$ cat config.mk
export PLATFORM = sky130hd
export DESIGN_NAME = bounded_keyed_deque_unit
export DESIGN_NICKNAME = d
export VERILOG_FILES = /design/src/bkd_pkg.sv /design/src/bounded_keyed_deque_unit.sv
export SDC_FILE = /design/constraint.sdc
export NUM_CORES = 2
export LEC_CHECK = 0
export BUFFER_PORTS_ARGS = -buffer_cell sky130_fd_sc_hd__buf_4
export CORE_ASPECT_RATIO = 0.5
export CORE_MARGIN = 2
export CORE_UTILIZATION = 46
export DETAILED_ROUTE_END_ITERATION = 6
export HOLD_SLACK_MARGIN = 0.15
export PLACE_DENSITY_LB_ADDON = 0.05
export SYNTH_ARGS = -nofsm -noshare
export SYNTH_HDL_FRONTEND = slang
export SYNTH_SLANG_ARGS = --single-unit
$ cat constraint.sdc
create_clock -name clk -period 6.9 [get_ports clk]
set_clock_uncertainty 0.2 [all_clocks]
set_input_delay 0.69 -clock clk [delete_from_list [all_inputs] [get_ports clk]]
set_output_delay 0.69 -clock clk [all_outputs]
set_load 0.05 [all_outputs]
$ cat src/bkd_pkg.sv
// Shared types, constants and pointer helpers for the bounded keyed deque.
package bkd_pkg;

	localparam int DEPTH     = 16;
	localparam int KEY_BITS  = 32;
	localparam int AW        = $clog2(DEPTH);
	localparam int CW        = $clog2(DEPTH + 1);
	localparam int KEY_W     = 32;
	localparam int DATA_W    = 32;
	localparam int COUNT_W   = 5;
	localparam int CFG_W     = 5;
	localparam int MAX_RESET = 16;

	typedef enum logic [2:0] {
		OP_PUSH_FRONT = 3'd0,
		OP_PUSH_REAR  = 3'd1,
		OP_POP_FRONT  = 3'd2,
		OP_POP_REAR   = 3'd3,
		OP_REMOVE     = 3'd4,
		OP_SEARCH     = 3'd5
	} op_t;

	typedef enum logic [1:0] {
		ST_OK       = 2'd0,
		ST_FULL     = 2'd1,
		ST_EMPTY    = 2'd2,
		ST_NOTFOUND = 2'd3
	} status_t;

	// logical position to physical slot of the ring
	function automatic logic [AW-1:0] phys_addr(input logic [AW-1:0] head,
		input logic [AW-1:0] lpos);
		logic [AW:0] sum;
		sum = {1'b0, head} + {1'b0, lpos};
		if (sum >= (AW+1)'(DEPTH))
			sum = sum - (AW+1)'(DEPTH);
		return sum[AW-1:0];
	endfunction

	function automatic logic [AW-1:0] ptr_inc(input logic [AW-1:0] p);
		return (p == AW'(DEPTH - 1)) ? '0 : p + 1'b1;
	endfunction

	function automatic logic [AW-1:0] ptr_dec(input logic [AW-1:0] p);
		return (p == '0) ? AW'(DEPTH - 1) : p - 1'b1;
	endfunction

endpackage

$ cat src/bounded_keyed_deque_unit.sv
// Bounded keyed deque: ring buffer in a two-port memory under a small sequencer.
// Requests are taken one at a time; ready is high only while the sequencer is idle.
// Entries live in a ring of DEPTH slots read through one registered read port, so
// every entry examined passes through an issue and a compare state. Search and
// remove examine one entry at a time (remove checks head, tail, then the middle
// from the front); removing a middle entry moves each later entry down with a
// read and a write state. The result sits in an output register; the next
// request is taken as soon as it has been loaded there.
// Pushes beyond min(max_entries, DEPTH) are refused with a full status.
module bounded_keyed_deque_unit (
	input  logic                        clk,
	input  logic                        arst_n,
	input  logic                        cfg_we,
	input  logic [bkd_pkg::CFG_W-1:0]   cfg_wdata,
	input  logic                        in_valid,
	output logic                        in_ready,
	input  logic [2:0]                  op,
	input  logic [bkd_pkg::KEY_W-1:0]   key,
	input  logic [bkd_pkg::DATA_W-1:0]  payload,
	output logic                        out_valid,
	input  logic                        out_ready,
	output logic [1:0]                  status,
	output logic [bkd_pkg::KEY_W-1:0]   out_key,
	output logic [bkd_pkg::DATA_W-1:0]  out_payload,
	output logic [bkd_pkg::COUNT_W-1:0] count
);
	import bkd_pkg::*;

	typedef enum logic [6:0] {
		S_IDLE  = 7'b0000001,
		S_POP   = 7'b0000010,
		S_ISSUE = 7'b0000100,
		S_CMP   = 7'b0001000,
		S_SHRD  = 7'b0010000,
		S_SHWR  = 7'b0100000,
		S_DONE  = 7'b1000000
	} state_t;

	state_t              state_q;
	logic [AW-1:0]       head_q;
	logic [CW-1:0]       count_q;
	logic [CFG_W-1:0]    max_q;
	logic [AW-1:0]       scan_q;
	logic [AW-1:0]       pos_q;
	logic [AW-1:0]       shift_q;
	logic                out_valid_q;

	logic [2:0]          op_q;
	logic [KEY_BITS-1:0] key_q;
	status_t             res_status_q;
	logic [KEY_BITS-1:0] res_key_q;
	logic [DATA_W-1:0]   res_pl_q;
	status_t             out_status_q;
	logic [KEY_W-1:0]    out_key_q;
	logic [DATA_W-1:0]   out_pl_q;
	logic [COUNT_W-1:0]  out_count_q;

	logic [KEY_BITS-1:0] mem_key [DEPTH];
	logic [DATA_W-1:0]   mem_pl  [DEPTH];
	logic [KEY_BITS-1:0] rd_key_q;
	logic [DATA_W-1:0]   rd_pl_q;

	logic                mem_we;
	logic [AW-1:0]       waddr;
	logic [AW-1:0]       raddr;
	logic [KEY_BITS-1:0] wkey;
	logic [DATA_W-1:0]   wpl;

	logic                accept;
	logic                full;
	logic                empty;
	logic                out_free;
	logic                hit;
	logic [KEY_BITS-1:0] key_in;
	logic [AW-1:0]       scan_pos;

	assign in_ready = (state_q == S_IDLE);
	assign accept   = in_valid && in_ready;
	assign key_in   = KEY_BITS'(key);
	assign empty    = (count_q == '0);
	assign full     = (32'(count_q) >= 32'(max_q)) || (32'(count_q) >= 32'(DEPTH));
	assign out_free = !out_valid_q || out_ready;
	assign hit      = (rd_key_q == key_q);

	// remove walks head, tail, then middle; search walks front to rear
	always_comb begin
		if (op_q == OP_SEARCH)
			scan_pos = scan_q;
		else if (scan_q == '0)
			scan_pos = '0;
		else if (scan_q == AW'(1))
			scan_pos = AW'(count_q - 1'b1);
		else
			scan_pos = scan_q - 1'b1;
	end

	always_comb begin
		mem_we = 1'b0;
		waddr  = '0;
		raddr  = '0;
		wkey   = key_in;
		wpl    = payload;
		unique case (state_q)
			S_IDLE: begin
				if (accept) begin
					case (op)
						OP_PUSH_FRONT: begin
							mem_we = !full;
							waddr  = ptr_dec(head_q);
						end
						OP_PUSH_REAR: begin
							mem_we = !full;
							waddr  = phys_addr(head_q, AW'(count_q));
						end
						OP_POP_FRONT: raddr = head_q;
						OP_POP_REAR:  raddr = phys_addr(head_q, AW'(count_q - 1'b1));
						default: ;
					endcase
				end
			end
			S_ISSUE: raddr = phys_addr(head_q, scan_pos);
			S_SHRD:  raddr = phys_addr(head_q, shift_q + 1'b1);
			S_SHWR: begin
				mem_we = 1'b1;
				waddr  = phys_addr(head_q, shift_q);
				wkey   = rd_key_q;
				wpl    = rd_pl_q;
			end
			S_POP, S_CMP, S_DONE: ;
			default: ;
		endcase
	end

	always_ff @(posedge clk) begin
		if (mem_we) begin
			mem_key[waddr] <= wkey;
			mem_pl[waddr]  <= wpl;
		end
		rd_key_q <= mem_key[raddr];
		rd_pl_q  <= mem_pl[raddr];
	end

	always_ff @(posedge clk or negedge arst_n) begin
		if (!arst_n) begin
			state_q     <= S_IDLE;
			head_q      <= '0;
			count_q     <= '0;
			max_q       <= CFG_W'(MAX_RESET);
			scan_q      <= '0;
			pos_q       <= '0;
			shift_q     <= '0;
			out_valid_q <= 1'b0;
		end else begin
			if (cfg_we)
				max_q <= cfg_wdata;
			if (state_q == S_DONE && out_free)
				out_valid_q <= 1'b1;
			else if (out_ready)
				out_valid_q <= 1'b0;
			unique case (state_q)
				S_IDLE: begin
					if (accept) begin
						state_q <= S_DONE;
						scan_q  <= '0;
						case (op)
							OP_PUSH_FRONT, OP_PUSH_REAR: begin
								if (!full) begin
									count_q <= count_q + 1'b1;
									if (op == OP_PUSH_FRONT)
										head_q <= ptr_dec(head_q);
								end
							end
							OP_POP_FRONT, OP_POP_REAR: begin
								if (!empty)
									state_q <= S_POP;
							end
							OP_REMOVE: begin
								if (!empty)
									state_q <= S_ISSUE;
							end
							OP_SEARCH: begin
								if (!empty && key_in != '0)
									state_q <= S_ISSUE;
							end
							default: ;
						endcase
					end
				end
				S_POP: begin
					if (op_q == OP_POP_FRONT)
						head_q <= ptr_inc(head_q);
					count_q <= count_q - 1'b1;
					state_q <= S_DONE;
				end
				S_ISSUE: begin
					pos_q   <= scan_pos;
					state_q <= S_CMP;
				end
				S_CMP: begin
					if (hit) begin
						state_q <= S_DONE;
						if (op_q == OP_REMOVE) begin
							if (pos_q == '0) begin
								head_q  <= ptr_inc(head_q);
								count_q <= count_q - 1'b1;
							end else if (32'(pos_q) + 32'd1 == 32'(count_q)) begin
								count_q <= count_q - 1'b1;
							end else begin
								shift_q <= pos_q;
								state_q <= S_SHRD;
							end
						end
					end else if (32'(scan_q) + 32'd1 < 32'(count_q)) begin
						scan_q  <= scan_q + 1'b1;
						state_q <= S_ISSUE;
					end else begin
						state_q <= S_DONE;
					end
				end
				S_SHRD: state_q <= S_SHWR;
				S_SHWR: begin
					if (32'(shift_q) + 32'd2 < 32'(count_q)) begin
						shift_q <= shift_q + 1'b1;
						state_q <= S_SHRD;
					end else begin
						count_q <= count_q - 1'b1;
						state_q <= S_DONE;
					end
				end
				S_DONE: begin
					if (out_free)
						state_q <= S_IDLE;
				end
				default: state_q <= S_IDLE;
			endcase
		end
	end

	always_ff @(posedge clk) begin
		if (accept) begin
			op_q         <= op;
			key_q        <= key_in;
			res_status_q <= ST_OK;
			res_key_q    <= '0;
			res_pl_q     <= '0;
			case (op)
				OP_PUSH_FRONT, OP_PUSH_REAR: begin
					res_key_q    <= key_in;
					res_pl_q     <= payload;
					res_status_q <= full ? ST_FULL : ST_OK;
				end
				OP_POP_FRONT, OP_POP_REAR, OP_REMOVE: begin
					if (empty)
						res_status_q <= ST_EMPTY;
				end
				OP_SEARCH: begin
					if (empty || key_in == '0)
						res_status_q <= ST_NOTFOUND;
				end
				default: ;
			endcase
		end
		if (state_q == S_POP || (state_q == S_CMP && hit)) begin
			res_key_q <= rd_key_q;
			res_pl_q  <= rd_pl_q;
		end
		if (state_q == S_CMP && !hit && !(32'(scan_q) + 32'd1 < 32'(count_q)))
			res_status_q <= ST_NOTFOUND;
		if (state_q == S_DONE && out_free) begin
			out_status_q <= res_status_q;
			out_key_q    <= KEY_W'(res_key_q);
			out_pl_q     <= res_pl_q;
			out_count_q  <= COUNT_W'(count_q);
		end
	end

	assign out_valid   = out_valid_q;
	assign status      = out_status_q;
	assign out_key     = out_key_q;
	assign out_payload = out_pl_q;
	assign count       = out_count_q;

endmodule

==> impl_metrics.env <==
export IMPL_syn_num_nets=3929
export IMPL_critPathCaptureType="flip-flop"
export IMPL_synth_edf_count=1194
export IMPL_reg2reg_slack_ns=2.02
export IMPL_drive_gt1_share_pct=10.6
export IMPL_hold_path_class="flip-flop to flip-flop"
export IMPL_slowest_stage="dfrtp_1"
export IMPL_maxCapViolations=0
export IMPL_synth_area_leader_cell="edfxtp_1"
export IMPL_worstPathArrival_ns=5.33
export IMPL_yosys_warnings=0
export IMPL_synthTopCellsByArea="edfxtp_1, nor2_1, nand2_1"
export IMPL_multiInputGateArea_sq_um=12800
export IMPL_seqCellArea_sq_um=38000
export IMPL_dp_hpwl_um=76000
export IMPL_drt_iter0_drc=3357
export IMPL_grt_usage_pct=24.5
export IMPL_p_leak_nw=20.9
export IMPL_dp_worst_setup_slack_ns=2.05
export IMPL_fillers=9269
export IMPL_drc_errors=0
export IMPL_numCtsBuffers=115
export IMPL_place_gp_congestion=0.849
export IMPL_yosys_area_top_type_share_pct=69.3
export IMPL_cts_htree_levels=3
export IMPL_met3_usage_pct=3.52
export IMPL_grt_antenna_before_repair=3
export IMPL_mostFrequentLayoutCell="edfxtp_1"
export IMPL_layout_cells_non_filler=5605
export IMPL_io_buffers=149
export IMPL_netlist_area_sq_um=51800
export IMPL_n_antenna_cell=0
export IMPL_cp_max_fo=34
export IMPL_cts_resized=0
export IMPL_place_area_sq_um=54700
export IMPL_crit_required_ns=7.35
export IMPL_fin_tns_setup_ns=0
export IMPL_nets=4129
export IMPL_dieArea_sq_um=115000
export IMPL_wl_per_cell_um=25.2
export IMPL_rows=86
export IMPL_synth_cell_type_count=76
export IMPL_synth_seq_area_share_pct=73.5
export IMPL_ctsHoldBuffers=77
export IMPL_fin_ws_ns=2.02
export IMPL_report_final_slew_viol_count=0
export IMPL_clk_latency_ns=0.73
export IMPL_grt_start_max_net_pins=132
export IMPL_grt_pass1_wl_um=208000
export IMPL_post_cts_buffers=0
export IMPL_mostFrequentLayoutCells="edfxtp_1, nor2_1, nand2_1"
export IMPL_finalHoldViolCount=0
export IMPL_ir_drop_mv=0.202
export IMPL_cts_path_max_buffers=3
export IMPL_fin_crit_sh_pct=70.7
export IMPL_ys_async_sr_fraction_pct=2.63
export IMPL_core_area_sq_um=111000
export IMPL_io_pins=150
export IMPL_setup_violations=0
export IMPL_drtPass1Iterations=5
export IMPL_crit_type="flip-flop to flip-flop"
export IMPL_syn_inst=3810
export IMPL_tritoncts="yes"
export IMPL_vias_per_cell=5.64
export IMPL_syn_area_per_cell_sq_um=13.6
export IMPL_ant_nets=0
export IMPL_critPathMaxStageDelay_ns=0.61
export IMPL_crit_chain="ha_1, nand2_1, a21oi_1, a21oi_1, o21ai_0, nor2_1, a21oi_1, ha_1, inv_1, fa_1, xor2_1, a211oi_2, nor2_4, buf_4, o221ai_1, mux2i_1"
export IMPL_clock_sinks=1294
export IMPL_fp_dieW_um=478
export IMPL_design_area_sq_um=59200
export IMPL_gr_total_overflow=0
export IMPL_tightest_slew_ns=1.34
export IMPL_p_per_area_nw_per_um2=324
export IMPL_rsz0062_at_grt="no"
export IMPL_finalWirelength_um=141000
export IMPL_fmax_mhz=205
export IMPL_die_h_um=241
export IMPL_use_met1_pct=37.2
export IMPL_syn2layout_area_growth_pct=14.4
export IMPL_grt_busiest_layer="met2"
export IMPL_fin_util_pct=53.4
export IMPL_start_util_pct=46.7
export IMPL_root_buffer="clkbuf_16"
export IMPL_clk_pin_slew_ns=0.06
export IMPL_synth_ff_type="edfxtp_1"
export IMPL_gr_usage_met2_pct=37.8
export IMPL_period_needed_ns=4.88
export IMPL_dpl_cell_count=5312
export IMPL_crit_path_frequent_cell="a21oi_1"
export IMPL_dr_total_vias=31625
export IMPL_grt_pass1_vias=30548
export IMPL_max_slew_margin_pct=10.6
export IMPL_outcome="finished clean"
export IMPL_ys_ff_latch=1294
export IMPL_critPathLaunchType="flip-flop"
stage by stage:
step / total power, W / hold slack (ns)
after floorplan: 0.0116 / 0.194
final: 0.0192 / 0.218
after CTS: 0.0193 / 0.174
after global routing: 0.0199 / 0.203
after detailed placement: 0.0128 / 0.205
after global placement: 0.0128 / 0.202
registers in the layout, summed over array words and instances, names as in the netlist, 5 cells and up:
name and cells:
mem_key 512, res_pl_q 32, state_q 7, out_key 32, max_q 5, rd_key_q 32, count 5, rd_pl_q 32
out_payload 32, mem_pl 512, count_q 5, res_key_q 32, key_q 32
critical path, delay by kind of cell (launching register included):
kind | cells | cell delay [ns]
compound gates | 6 | 1.08
flops | 1 | 0.61
simple gates | 3 | 0.69
fa+ha+maj | 3 | 0.94
buf+inv | 2 | 0.67
mux | 1 | 0.18
xor+xnor | 1 | 0.38
path summary, 6_finish.rpt:
check / startpoint / end / depth (start not counted)
max in group asynchronous: arst_n / max_q[4] / 2
max reg2reg: scan_q[0] / rd_key_q[3] / 16
max: scan_q[0] / rd_key_q[3] / 16
min reg2reg: res_key_q[18] / out_key[18] / 0
min: res_key_q[18] / out_key[18] / 0
min in group asynchronous: arst_n / pos_q[0] / 2
synth_stat cells (3+ instances only):
| master | number |
|---|---|
| o211ai_1 | 5 |
| nand4_1 | 15 |
| mux2i_1 | 202 |
| buf_6 | 26 |
| nand2b_1 | 12 |
| dfrtp_1 | 32 |
| nand3_1 | 12 |
| nand3b_1 | 3 |
| ha_1 | 38 |
| inv_1 | 27 |
| a21oi_1 | 30 |
| and3_1 | 4 |
| xor2_1 | 12 |
| nor4_1 | 14 |
| a21o_1 | 5 |
| dfxtp_1 | 66 |
| o21ai_0 | 89 |
| nor2b_1 | 5 |
| buf_1 | 5 |
| a32oi_1 | 128 |
| o221ai_1 | 129 |
| nor3_1 | 18 |
| nand2_1 | 627 |
| a31oi_1 | 5 |
| nor2_1 | 805 |
| clkbuf_1 | 102 |
| a211oi_1 | 3 |
| mux2_2 | 5 |
| edfxtp_1 | 1194 |
| buf_4 | 5 |
| or3_1 | 3 |
| o21a_1 | 4 |
| xnor2_1 | 52 |
| buf_2 | 75 |
| fa_1 | 4 |
routing by layer:
| layer | vias up | share of wire, % |
|---|---|---|
| met5 | - | 0 |
| li1 | 14319 | - |
| met4 | 0 | 1.7 |
| met1 | 16185 | 48 |
| met3 | 164 | 5.9 |
| met2 | 957 | 45 |
report_power, final:
part | switching, W | internal, W
combinational | 0.00209 | 0.00107
sequential | 0.000418 | 0.00911
clock | 0.00289 | 0.00361
total | 0.00540 | 0.0138
kinds of logic after synthesis:
kind of cell / share of synthesized area, %
xor gates and xnor gates: 1.13
muxes: 4.02
and+or+nand+nor: 11.7
buffers and inverters: 2.34
adders and majority gates: 1.07
AOI/OAI and AO/OA: 6.25
DFF: 73.5
layout make-up:
class	count	share of cell area, %
Sequential cell	1294	64.2
Multi-Input combinational cell	2275	21.6
Clock buffer	158	5.33
Inverter	28	0.178
Timing Repair Buffer	296	4.59
Clock inverter	58	0.968
Tap cell	1496	3.16
Note: power is estimated with default switching activity, not from simulation.
